`config.mk`:
```
export PLATFORM = sky130hd
export DESIGN_NAME = hctb_ctrl
export DESIGN_NICKNAME = d
export VERILOG_FILES = /design/src/design/hctb_pkg.sv /design/src/design/hctb_ctrl.sv
export SDC_FILE = /design/constraint.sdc
export NUM_CORES = 1
export LEC_CHECK = 0
export BUFFER_PORTS_ARGS = -buffer_cell sky130_fd_sc_hd__buf_2
export CAP_MARGIN = 20
export CORE_MARGIN = 2
export CORE_UTILIZATION = 50
export CTS_BUF_LIST = sky130_fd_sc_hd__clkbuf_16
export CTS_CLUSTER_SIZE = 12
export DETAILED_ROUTE_END_ITERATION = 16
export MAX_ROUTING_LAYER = met4
export PLACE_DENSITY = 0.86
export RECOVER_POWER = 100
export SETUP_SLACK_MARGIN = 0.4
export SYNTH_ARGS = -nofsm -noshare
export SYNTH_HDL_FRONTEND = slang
export SYNTH_SLANG_ARGS = --single-unit
```
`constraint.sdc`:
```
create_clock -name i_clk -period 1.4 [get_ports i_clk]
set_input_delay 0.28 -clock i_clk [delete_from_list [all_inputs] [get_ports i_clk]]
set_output_delay 0.28 -clock i_clk [all_outputs]
set_load 0.01 [all_outputs]
```
`src/design/hctb_pkg.sv`:
```
// ---------------------------------------------------------------------------
// hctb_pkg
// Shared opcodes, datapath command codes and the status bundle of the
// huffman code table builder.
// ---------------------------------------------------------------------------
package hctb_pkg;

    // fixed field widths of the item ports
    localparam int OP_W    = 2;
    localparam int SYM_W   = 8;
    localparam int FREQ_W  = 32;
    localparam int CODE_W  = 63;
    localparam int LEN_W   = 6;
    localparam int CNT_W   = 9;

    // item opcodes
    localparam logic [OP_W-1:0] OP_CLEAR = 2'd0;
    localparam logic [OP_W-1:0] OP_LOAD  = 2'd1;
    localparam logic [OP_W-1:0] OP_BUILD = 2'd2;
    localparam logic [OP_W-1:0] OP_READ  = 2'd3;

    // datapath commands
    localparam int CMD_W = 5;
    typedef logic [CMD_W-1:0] t_cmd;

    localparam t_cmd CMD_NONE       = 5'd0;
    localparam t_cmd CMD_SIMPLE     = 5'd1;
    localparam t_cmd CMD_BUILD_INIT = 5'd2;
    localparam t_cmd CMD_SCAN_CHK   = 5'd3;
    localparam t_cmd CMD_INS_RD     = 5'd4;
    localparam t_cmd CMD_INS_CHK    = 5'd5;
    localparam t_cmd CMD_SCAN_NEXT  = 5'd6;
    localparam t_cmd CMD_MERGE_INIT = 5'd7;
    localparam t_cmd CMD_ONE        = 5'd8;
    localparam t_cmd CMD_TAKE_CHK   = 5'd9;
    localparam t_cmd CMD_MERGE_WA   = 5'd10;
    localparam t_cmd CMD_MERGE_WB   = 5'd11;
    localparam t_cmd CMD_CODE_INIT  = 5'd12;
    localparam t_cmd CMD_CODE_CHK   = 5'd13;
    localparam t_cmd CMD_WALK_RD    = 5'd14;
    localparam t_cmd CMD_WALK_CHK   = 5'd15;
    localparam t_cmd CMD_CODE_NEXT  = 5'd16;
    localparam t_cmd CMD_FINISH     = 5'd17;

    // datapath status toward the controller
    typedef struct packed {
        logic present;      // current symbol has a nonzero weight
        logic sym_last;     // symbol counter at the last symbol
        logic k_zero;       // insert position reached queue head
        logic shift;        // queue entry heavier than the new leaf
        logic count_zero;
        logic count_one;
        logic second;       // next pick is the right child
        logic merges_done;  // last merge being written
        logic at_root;
        logic too_deep;
    } t_dp_stat;

endpackage

```
`src/design/hctb_ctrl.sv`:
```
// ---------------------------------------------------------------------------
// hctb_ctrl
// Sequencer of the code table builder: takes items and steps the datapath
// through sort, merge and code walk phases of a build.
// ---------------------------------------------------------------------------
module hctb_ctrl
    import hctb_pkg::*;
(
    input  logic            i_clk,
    input  logic            i_rst_n,
    input  logic            start,
    input  logic [OP_W-1:0] i_opcode,
    input  t_dp_stat        i_stat,
    output t_cmd            o_cmd,
    output logic            busy
);

    localparam logic [4:0] S_IDLE      = 5'd0;
    localparam logic [4:0] S_SCAN_RD   = 5'd1;
    localparam logic [4:0] S_SCAN_CHK  = 5'd2;
    localparam logic [4:0] S_INS_RD    = 5'd3;
    localparam logic [4:0] S_INS_CHK   = 5'd4;
    localparam logic [4:0] S_SCAN_NEXT = 5'd5;
    localparam logic [4:0] S_SORTED    = 5'd6;
    localparam logic [4:0] S_ONE       = 5'd7;
    localparam logic [4:0] S_TAKE_RD   = 5'd8;
    localparam logic [4:0] S_TAKE_CHK  = 5'd9;
    localparam logic [4:0] S_MERGE_WA  = 5'd10;
    localparam logic [4:0] S_MERGE_WB  = 5'd11;
    localparam logic [4:0] S_CODE_INIT = 5'd12;
    localparam logic [4:0] S_CODE_RD   = 5'd13;
    localparam logic [4:0] S_CODE_CHK  = 5'd14;
    localparam logic [4:0] S_WALK_RD   = 5'd15;
    localparam logic [4:0] S_WALK_CHK  = 5'd16;
    localparam logic [4:0] S_CODE_NEXT = 5'd17;
    localparam logic [4:0] S_FINISH    = 5'd18;

    logic [4:0] r_state;
    logic [4:0] n_state;

    // state register
    always_ff @(posedge i_clk) begin
        if (!i_rst_n) begin
            r_state <= S_IDLE;
        end else begin
            r_state <= n_state;
        end
    end

    assign busy = (r_state != S_IDLE);

    // next state and datapath command
    always_comb begin
        n_state = r_state;
        o_cmd   = CMD_NONE;
        unique case (r_state)
            S_IDLE: begin
                if (start) begin
                    if (i_opcode == OP_BUILD) begin
                        o_cmd   = CMD_BUILD_INIT;
                        n_state = S_SCAN_RD;
                    end else begin
                        o_cmd = CMD_SIMPLE;
                    end
                end
            end
            S_SCAN_RD: begin
                n_state = S_SCAN_CHK;
            end
            S_SCAN_CHK: begin
                o_cmd   = CMD_SCAN_CHK;
                n_state = i_stat.present ? S_INS_RD : S_SCAN_NEXT;
            end
            S_INS_RD: begin
                o_cmd   = CMD_INS_RD;
                n_state = i_stat.k_zero ? S_SCAN_NEXT : S_INS_CHK;
            end
            S_INS_CHK: begin
                o_cmd   = CMD_INS_CHK;
                n_state = i_stat.shift ? S_INS_RD : S_SCAN_NEXT;
            end
            S_SCAN_NEXT: begin
                o_cmd   = CMD_SCAN_NEXT;
                n_state = i_stat.sym_last ? S_SORTED : S_SCAN_RD;
            end
            S_SORTED: begin
                o_cmd = CMD_MERGE_INIT;
                if (i_stat.count_zero) begin
                    n_state = S_FINISH;
                end else if (i_stat.count_one) begin
                    n_state = S_ONE;
                end else begin
                    n_state = S_TAKE_RD;
                end
            end
            S_ONE: begin
                o_cmd   = CMD_ONE;
                n_state = S_FINISH;
            end
            S_TAKE_RD: begin
                n_state = S_TAKE_CHK;
            end
            S_TAKE_CHK: begin
                o_cmd   = CMD_TAKE_CHK;
                n_state = i_stat.second ? S_MERGE_WA : S_TAKE_RD;
            end
            S_MERGE_WA: begin
                o_cmd   = CMD_MERGE_WA;
                n_state = S_MERGE_WB;
            end
            S_MERGE_WB: begin
                o_cmd   = CMD_MERGE_WB;
                n_state = i_stat.merges_done ? S_CODE_INIT : S_TAKE_RD;
            end
            S_CODE_INIT: begin
                o_cmd   = CMD_CODE_INIT;
                n_state = S_CODE_RD;
            end
            S_CODE_RD: begin
                n_state = S_CODE_CHK;
            end
            S_CODE_CHK: begin
                o_cmd   = CMD_CODE_CHK;
                n_state = i_stat.present ? S_WALK_RD : S_CODE_NEXT;
            end
            S_WALK_RD: begin
                o_cmd   = CMD_WALK_RD;
                n_state = (i_stat.at_root || i_stat.too_deep) ? S_CODE_NEXT : S_WALK_CHK;
            end
            S_WALK_CHK: begin
                o_cmd   = CMD_WALK_CHK;
                n_state = S_WALK_RD;
            end
            S_CODE_NEXT: begin
                o_cmd   = CMD_CODE_NEXT;
                n_state = i_stat.sym_last ? S_FINISH : S_CODE_RD;
            end
            S_FINISH: begin
                o_cmd   = CMD_FINISH;
                n_state = S_IDLE;
            end
            default: begin
                n_state = S_IDLE;
            end
        endcase
    end

    // a build always ends with exactly one finish step before idle
    a_finish_to_idle: assert property (@(posedge i_clk) disable iff (!i_rst_n)
        (r_state == S_FINISH) |=> (r_state == S_IDLE))
        else $error("finish did not return to idle");

    // items are taken only in idle
    a_cmd_idle: assert property (@(posedge i_clk) disable iff (!i_rst_n)
        (o_cmd == CMD_SIMPLE || o_cmd == CMD_BUILD_INIT) |-> !busy)
        else $error("item command issued while busy");

    // a merge write pair always follows the second pick
    a_merge_pair: assert property (@(posedge i_clk) disable iff (!i_rst_n)
        (r_state == S_MERGE_WA) |=> (r_state == S_MERGE_WB))
        else $error("merge write pair broken");

endmodule

```
==> impl_metrics.yaml, run 1 <==
status:
  status: "complete, but fails checks"
  violations: "setup timing"
route:
  drtIter0Drc: 38
  vias: 1006
  wl_per_cell_um: 17.8
  dr.pass1.iters: 4
  drc_errors: 0
  drt-total-wl_um: 2750
  ant_nets: 0
  viasPerCell: 6.49
yosys:
  synth_area_um2: 693
  syn_nets: 118
  netlist.area_leader.share_pct: 14.4
  yosysWarnings: 0
  synth_area_per_cell_um2: 6.73
  ys_types: 33
  synthTopCellsByArea: "dfxtp_1 (14%), a21oi_1 (6.5%), nand2_1 (6.0%), a31oi_1 (5.4%), buf_4 (5.4%)"
  ys_ff_latch: 5
  yosys.area.top_type: "dfxtp_1"
  seq_area_frac_synth_pct: 14.4
  syn-instance-count: 103
grt:
  overflow: 0
  grt_pass1_wl_um: 3820
  grt_antenna_before_repair: 0
  grt_use_total_pct: 34.9
  grt_pass1_vias: 874
  grt_max_degree: 19
final_layout:
  n_fill_cell: 74
  top_register: "r_state"
  largest_reg_flops: 5
  drive_gt1_share_pct: 50.0
  largestRegisters: "r_state x5"
  nNetsFinal: 156
  area_growth_pct: 63.9
  final_area_um2: 1140
  n_antenna_cell: 0
  mostFrequentLayoutCells: "buf_2 (20), buf_4 (15), nand2_1 (10)"
  final_common_cell: "buf_2"
die:
  die_w_um: 41.2
  start_util_pct: 53.3
  ios: 21
  fp-row-count: 13
  coreArea_um2: 1300
  die_y_um: 41.2
  dieArea_um2: 1700
power_and_ir_drop:
  leakage_uw: 0.000484
  power_uw: 745
  peakVddDrop_mv: 0.524
  power_density_nw_per_um2: 655
clocking:
  cts-root-buf: "clkbuf_16"
  cts_buffers: 3
  cts_hold_buf: 0
  clkTransAtPathRegs_ns: 0.03
  clk_latency_ns: 0.23
  cts_tree: "done"
  cts_num_sinks: 5
  htreeDepth: 1
  clk_path_buf_depth: 2
timing:
  slew_headroom_pct: 80.6
  fin_crit_sh_pct: 123
  hold_ws_ns: 0.434
  final-max-slew-violation-count: 0
  grt_setup_unrepaired: "yes"
  finClkSkew_ns: 0.00177
  finalCriticalPeriod_ns: 1.72
  fmax_mhz: 582
  setup_tns_ns: -1.54
  layout_setup_ws_ns: -0.317
  finalSetupViolations: 8
  finalHoldViolCount: 0
  tightest_slew_ns: 0.289
setup_path:
  criticalPathCategory: "flip-flop to output pin"
  cp-start-kind: "flip-flop"
  cp.required_ns: 1.12
  critPathMaxFanout: 5
  endpoint_kind: "output pin"
  crit_arrival_ns: 1.44
min_path:
  hold_path_class: "input port to flip-flop"
place:
  dpl.hpwl_um: 1640
  pre_cts_ws_ns: -0.0801
  gp_congestion: 0.898
  placed_area_um2: 926
  portBuffers: 20
run:
  maxCapViolations: 0
[worst max-delay path, stage by stage, from the launching register on]
cell and delay, ns:
dfxtp_2 0.37, or3b_4 0.41, a21boi_2 0.17, o22ai_2 0.12
buf_2 0.14
[timing repair]
| action | 4_1_cts | 5_1_grt |
|---|---|---|
| resized for setup | 21 | 5 |
| setup endpoints to repair | 11 | 11 |
| setup buffers | 2 | 3 |
| pin swaps | 4 | 2 |
[routing by layer]
layer	track usage [%]	share of wire (%)	wire length, um	vias up
met5	-	0	0	-
met4	16.9	2.8	78	0
met3	5.98	6.0	165	8
met2	58.2	48	1310	47
met1	39.9	44	1200	483
li1	-	-	-	468
[Yosys cell counts]
library cell,instances
nand2_1,11
a21oi_1,9
nor2_1,7
a31oi_1,6
nand2b_1,6
buf_4,5
dfxtp_1,5
nand3_1,5
o21ai_0,5
o22ai_1,4
buf_2,3
nand3b_1,3
nor2b_1,3
nor4b_1,3
o211ai_1,3
a21o_1,2
inv_1,2
nor3_1,2
o2111ai_1,2
o21a_1,2
o31ai_1,2
or3b_1,2
a211oi_1,1
a21bo_1,1
a21bo_2,1
a21boi_0,1
a32oi_1,1
buf_6,1
inv_2,1
nand4_1,1
nor3_2,1
nor4_1,1
o221ai_1,1
[power breakdown]
part / total (uW) / switching, uW / internal [uW] / leakage [uW]
combinational: 130 / 68.0 / 61.6 / 0.000398
clock: 465 / 94.5 / 370 / 0.0000423
sequential: 150 / 6.94 / 143 / 0.0000430
total: 745 / 170 / 575 / 0.000484
[final cells by class]
| cell class | count | area, um^2 | area share (%) |
|---|---|---|---|
| inverter | 3 | 13.8 | 1.21 |
| clock buffer | 3 | 75.1 | 6.61 |
| sequential | 5 | 110 | 9.69 |
| clock inverter | 1 | 3.75 | 0.330 |
| timing repair buffer | 42 | 303 | 26.7 |
| multi-input combinational | 86 | 612 | 53.9 |
| tap | 15 | 18.8 | 1.65 |
[logic make-up after synthesis]
group | count (synthesis) | share of synthesized area [%]
AOI/OAI and AO/OA | 41 | 39.0
DFF | 5 | 14.4
buffers and inverters | 12 | 10.8
and+or+nand+nor | 45 | 35.7
[worst paths after layout]
path	startpoint	endpoint	depth (start not counted)	slack (ns)
setup / recovery	r_state[2]	o_cmd[2]	4	-0.32
setup reg to reg	r_state[2]	r_state[0]	5	-0.06
hold reg to reg	r_state[4]	r_state[3]	3	0.68
hold / removal	i_stat[8]	r_state[4]	3	0.43
[metrics by stage]
stage / cells / util (%)
6_report: 155 / 87.3
5_1_grt: 155 / 87.3
4_1_cts: 152 / 83.6
3_5_place_dp: 146 / 71.2
3_3_place_gp: 146 / 71.2
2_1_floorplan: 103 / -
Note: power is estimated with default switching activity, not from simulation.
==> inputs of run 2 (changes only) <==
SKIP_CTS_REPAIR_TIMING = 1   (was not set)
==> impl_metrics.yaml, run 2 (synthesis gave the netlist of run 1 again) <==
timing:
  grt_setup_unrepaired: "yes"
  slew_headroom_pct: 68.6
  fmax_mhz: 585
  fin_crit_sh_pct: 122
  tightest_slew_ns: 0.469
  layout_setup_ws_ns: -0.310
  finalHoldViolCount: 0
  final-max-slew-violation-count: 0
  finClkSkew_ns: 0.00244
  finalCriticalPeriod_ns: 1.71
  finalSetupViolations: 7
place:
  portBuffers: 20
  gp_congestion: 0.898
  dpl.hpwl_um: 1640
  placed_area_um2: 926
route:
  viasPerCell: 6.78
  drt-total-wl_um: 2850
  ant_nets: 0
  drc_errors: 0
  drtIter0Drc: 27
  dr.pass1.iters: 4
  vias: 1030
  wl_per_cell_um: 18.7
final_layout:
  final_common_cell: "buf_2"
  nNetsFinal: 153
  multi_input_area_um2: 606
  largestRegisters: "r_state x5"
  regArea_um2: 110
  drive_gt1_share_pct: 46.7
  final_core_util_pct: 84.5
  n_antenna_cell: 0
  n_fill_cell: 92
  area_growth_pct: 58.7
  final_area_um2: 1100
  top_register: "r_state"
  largest_reg_flops: 5
  mostFrequentLayoutCells: "buf_2 (20), buf_4 (15), nand2_1 (10)"
run:
  maxCapViolations: 0
setup_path:
  cp-start-kind: "flip-flop"
  criticalPathCategory: "flip-flop to output pin"
  r2r_start: "r_state[2]"
  startpoint: "r_state[2]"
  r2r_cells: 6
  cp_slowest_cell: "or3b_4"
  crit_path_max_incr_delay_ns: 0.39
  crit_chain: "or3b_4 -> a21boi_2 -> o22ai_2 -> buf_2"
  critPathMaxFanout: 5
  endpoint_kind: "output pin"
  cp.required_ns: 1.12
  crit_arrival_ns: 1.43
grt:
  grt_max_degree: 19
  grt_antenna_before_repair: 0
  grt_pass1_wl_um: 3680
  grt_use_total_pct: 33.5
  grt_pass1_vias: 853
  overflow: 0
die:
  dieArea_um2: 1700
  coreArea_um2: 1300
  die_y_um: 41.2
  fp-row-count: 13
  start_util_pct: 53.3
  ios: 21
  die_w_um: 41.2
min_path:
  hp-start: "i_stat[8]"
  hold_path_class: "input port to flip-flop"
  hold-path-cell-count: 3
clocking:
  clk_latency_ns: 0.23
  cts_tree: "done"
  cts_buffers: 3
  clk_path_buf_depth: 2
  clkTransAtPathRegs_ns: 0.03
  cts-root-buf: "clkbuf_16"
  htreeDepth: 1
  cts_num_sinks: 5
power_and_ir_drop:
  leakage_uw: 0.000464
  power_density_nw_per_um2: 673
  peakVddDrop_mv: 0.580
  power_uw: 741
status:
  violations: "setup timing"
  status: "complete, but fails checks"
==> run 2: changes by cell type in the layout (fill, tap and decap cells not counted) <==
cell / previous run / this run
nand2b_4: 2 / 1
buf_6: 4 / 2
a31oi_2: 0 / 2
nand2b_1: 4 / 5
inv_4: 1 / 0
o21ai_2: 1 / 0
o21ai_1: 2 / 3
a21oi_2: 3 / 1
a21oi_1: 6 / 8
clkbuf_2: 1 / 0
a31oi_1: 6 / 4
inv_1: 2 / 3
==> run 2: worst max-delay path: cells and delay by family, from the launching register on <==
kind	cells	cell delay, ns
buf+inv	1	0.16
flops	1	0.35
simple gates	1	0.39
compound gates	2	0.31
==> run 2: layout make-up <==
cell class                      instances  area share (%)
Timing Repair Buffer                   39            25.0
Tap cell                               15            1.71
Clock inverter                          1           0.341
Clock buffer                            3            6.83
Inverter                                3            1.02
Sequential cell                         5            10.0
Multi-Input combinational cell         86            55.1
==> run 2: metrics by stage <==
step	setup WS (ns)	TNS [ns]	cells	hold WS [ns]
6_report	-0.310	-1.40	152	0.448
5_1_grt	-0.342	-1.82	152	0.454
4_1_cts	-0.325	-1.54	150	0.426
3_5_place_dp	-0.0801	-0.271	146	0.655
3_3_place_gp	-0.0568	-0.0846	146	0.655
2_1_floorplan	0.0781	0	103	0.477
==> run 2: layer usage <==
metal  GRT usage [%]  vias up  wire [um]
met5               -        -          0
met4            16.9        0        170
met3            5.98       17        197
met2            55.1       73       1390
met1            38.6      477       1090
li1                -      463          -
==> run 2: power by group <==
part	internal, uW	switching [uW]	leakage [uW]	total (uW)
logic	57.2	66.9	0.000379	124
clock network	370	95.8	0.0000423	466
registers	143	7.15	0.0000430	151
==> run 2: path summary, 6_finish.rpt <==
check | end | slack, ns
max | o_cmd[2] | -0.31
min | r_state[4] | 0.45
max reg2reg | r_state[2] | -0.04
min reg2reg | r_state[3] | 0.68
==> inputs of run 3 (changes only) <==
BUFFER_PORTS_ARGS = not set   (was -buffer_cell sky130_fd_sc_hd__buf_2)
CORE_AREA = 2 2 39 41   (was not set)
CORE_MARGIN = not set   (was 2)
CORE_UTILIZATION = not set   (was 50)
DIE_AREA = 0 0 41 43   (was not set)
DONT_BUFFER_PORTS = 1   (was not set)
PLACE_DENSITY = 0.75   (was 0.86)
TNS_END_PERCENT = 30   (was not set)
==> impl_metrics.yaml, run 3 (synthesis gave the netlist of run 1 again) <==
route:
  ant_nets: 0
  drc_errors: 0
  wl_per_cell_um: 18.6
  drtIter0Drc: 46
  vias: 957
  drt-total-wl_um: 2580
  dr.pass1.iters: 4
  viasPerCell: 6.88
clocking:
  cts_tree: "done"
  clk_latency_ns: 0.23
  cts-root-buf: "clkbuf_16"
  cts_num_sinks: 5
  clk_path_buf_depth: 2
  htreeDepth: 1
  clkTransAtPathRegs_ns: 0.03
  cts_buffers: 3
grt:
  grt_max_degree: 13
  grt_use_total_pct: 30.5
  grt_antenna_before_repair: 0
  grt_pass1_wl_um: 3640
  grt_pass1_vias: 848
  overflow: 0
power_and_ir_drop:
  leakage_uw: 0.000417
  power_density_nw_per_um2: 687
  seq_power_share_pct: 20.2
  p_switching_uw: 164
  switching_share_pct: 22.6
  p_int_uw: 560
  combPwrFrac_pct: 14.2
  power_uw: 724
  clockPowerShare_pct: 65.6
  peakVddDrop_mv: 0.681
status:
  violations: "setup timing"
  status: "complete, but fails checks"
final_layout:
  drive_gt1_share_pct: 45.5
  largest_reg_flops: 5
  top_register: "r_state"
  nNetsFinal: 139
  n_fill_cell: 86
  regArea_um2: 111
  final_area_um2: 1050
  largestRegisters: "r_state x5"
  area_growth_pct: 52.0
  n_antenna_cell: 0
  multi_input_area_um2: 626
  mostFrequentLayoutCells: "buf_4 (21), nand2_1 (10), a31oi_1 (6)"
  final_common_cell: "buf_4"
min_path:
  hold_path_class: "input port to flip-flop"
  hold-path-cell-count: 2
timing:
  finalCriticalPeriod_ns: 1.61
  finalSetupViolations: 7
  slew_headroom_pct: 71.6
  tightest_slew_ns: 0.424
  layout_setup_ws_ns: -0.211
  final-max-slew-violation-count: 0
  grt_setup_unrepaired: "yes"
  fin_crit_sh_pct: 115
  finalHoldViolCount: 0
  fmax_mhz: 621
  finClkSkew_ns: 0.000935
setup_path:
  path_buf_inv: 1
  crit_path_max_incr_delay_ns: 0.33
  r2r_cells: 6
  criticalPathCategory: "flip-flop to output pin"
  crit_chain: "buf_6 -> nand2b_4 -> a21oi_4 -> o21ai_2 -> a21bo_4"
  cp.required_ns: 1.12
  critPathMaxFanout: 8
  cpLargestDelayFamily: "compound AO/OA/AOI/OAI gates"
  endpoint_kind: "output pin"
  crit_arrival_ns: 1.33
  cp-start-kind: "flip-flop"
  cp_slowest_cell: "dfxtp_2"
  crit_cells: 5
place:
  placed_area_um2: 840
  portBuffers: 0
  dpl.hpwl_um: 1700
  gp_congestion: 0.951
die:
  coreArea_um2: 1380
  die_y_um: 43
  fp-row-count: 14
  dieArea_um2: 1760
  die_w_um: 41
  start_util_pct: 50.1
  ios: 21
run:
  maxCapViolations: 0
==> run 3: cell types whose count changed in the layout (fill, tap and decap cells not counted), moves of 2 or more <==
cell     change
buf_6        +2
a31oi_2      -2
buf_4        +6
a31oi_1      +2
o21ai_1      -2
buf_2       -20
buf_12       -2
a21oi_2      +2
a21oi_1      -3
==> run 3: path summary, 6_finish.rpt <==
check / start / slack (ns) / end
setup reg to reg: r_state[2] / -0.01 / r_state[2]
hold reg to reg: r_state[4] / 0.60 / r_state[4]
setup / recovery: r_state[2] / -0.21 / o_cmd[0]
hold / removal: i_stat[8] / 0.28 / r_state[4]
==> run 3: cell type report <==
| cell class | count | share of cell area (%) |
|---|---|---|
| multi-input combinational | 86 | 59.4 |
| timing repair buffer | 25 | 19.2 |
| sequential | 5 | 10.6 |
| clock buffer | 3 | 7.13 |
| tap | 16 | 1.90 |
| inverter | 3 | 1.43 |
| clock inverter | 1 | 0.356 |
==> run 3: metrics by stage <==
stage	setup TNS [ns]	std cells	util, %	setup WS, ns	hold slack [ns]
after CTS	-1.31	135	66.4	-0.294	0.280
after detailed placement	-0.0587	131	60.7	-0.0392	0.520
final	-1.04	139	76.1	-0.211	0.281
after global placement	0	131	60.7	0.0154	0.506
after global routing	-1.34	139	76.1	-0.247	0.300
after floorplan	0	103	-	0.0767	0.477
==> run 3: layer usage <==
| metal | vias up | GRT usage [%] | wire, um |
|---|---|---|---|
| li1 | 433 | - | - |
| met1 | 459 | 35.5 | 983 |
| met2 | 49 | 46.9 | 1320 |
| met3 | 16 | 6.81 | 179 |
| met4 | 0 | 15.3 | 94 |
| met5 | - | - | 0 |
==> run 3: power groups by stage <==
stage / Clock [uW] / Combinational, uW / Sequential [uW]
finish: 475 / 103 / 147
global route: 487 / 111 / 146
CTS: 475 / 86.6 / 150
detailed placement: 0 / 86.3 / 152
global placement: 0 / 83.9 / 152
floorplan: 0 / 66.4 / 151
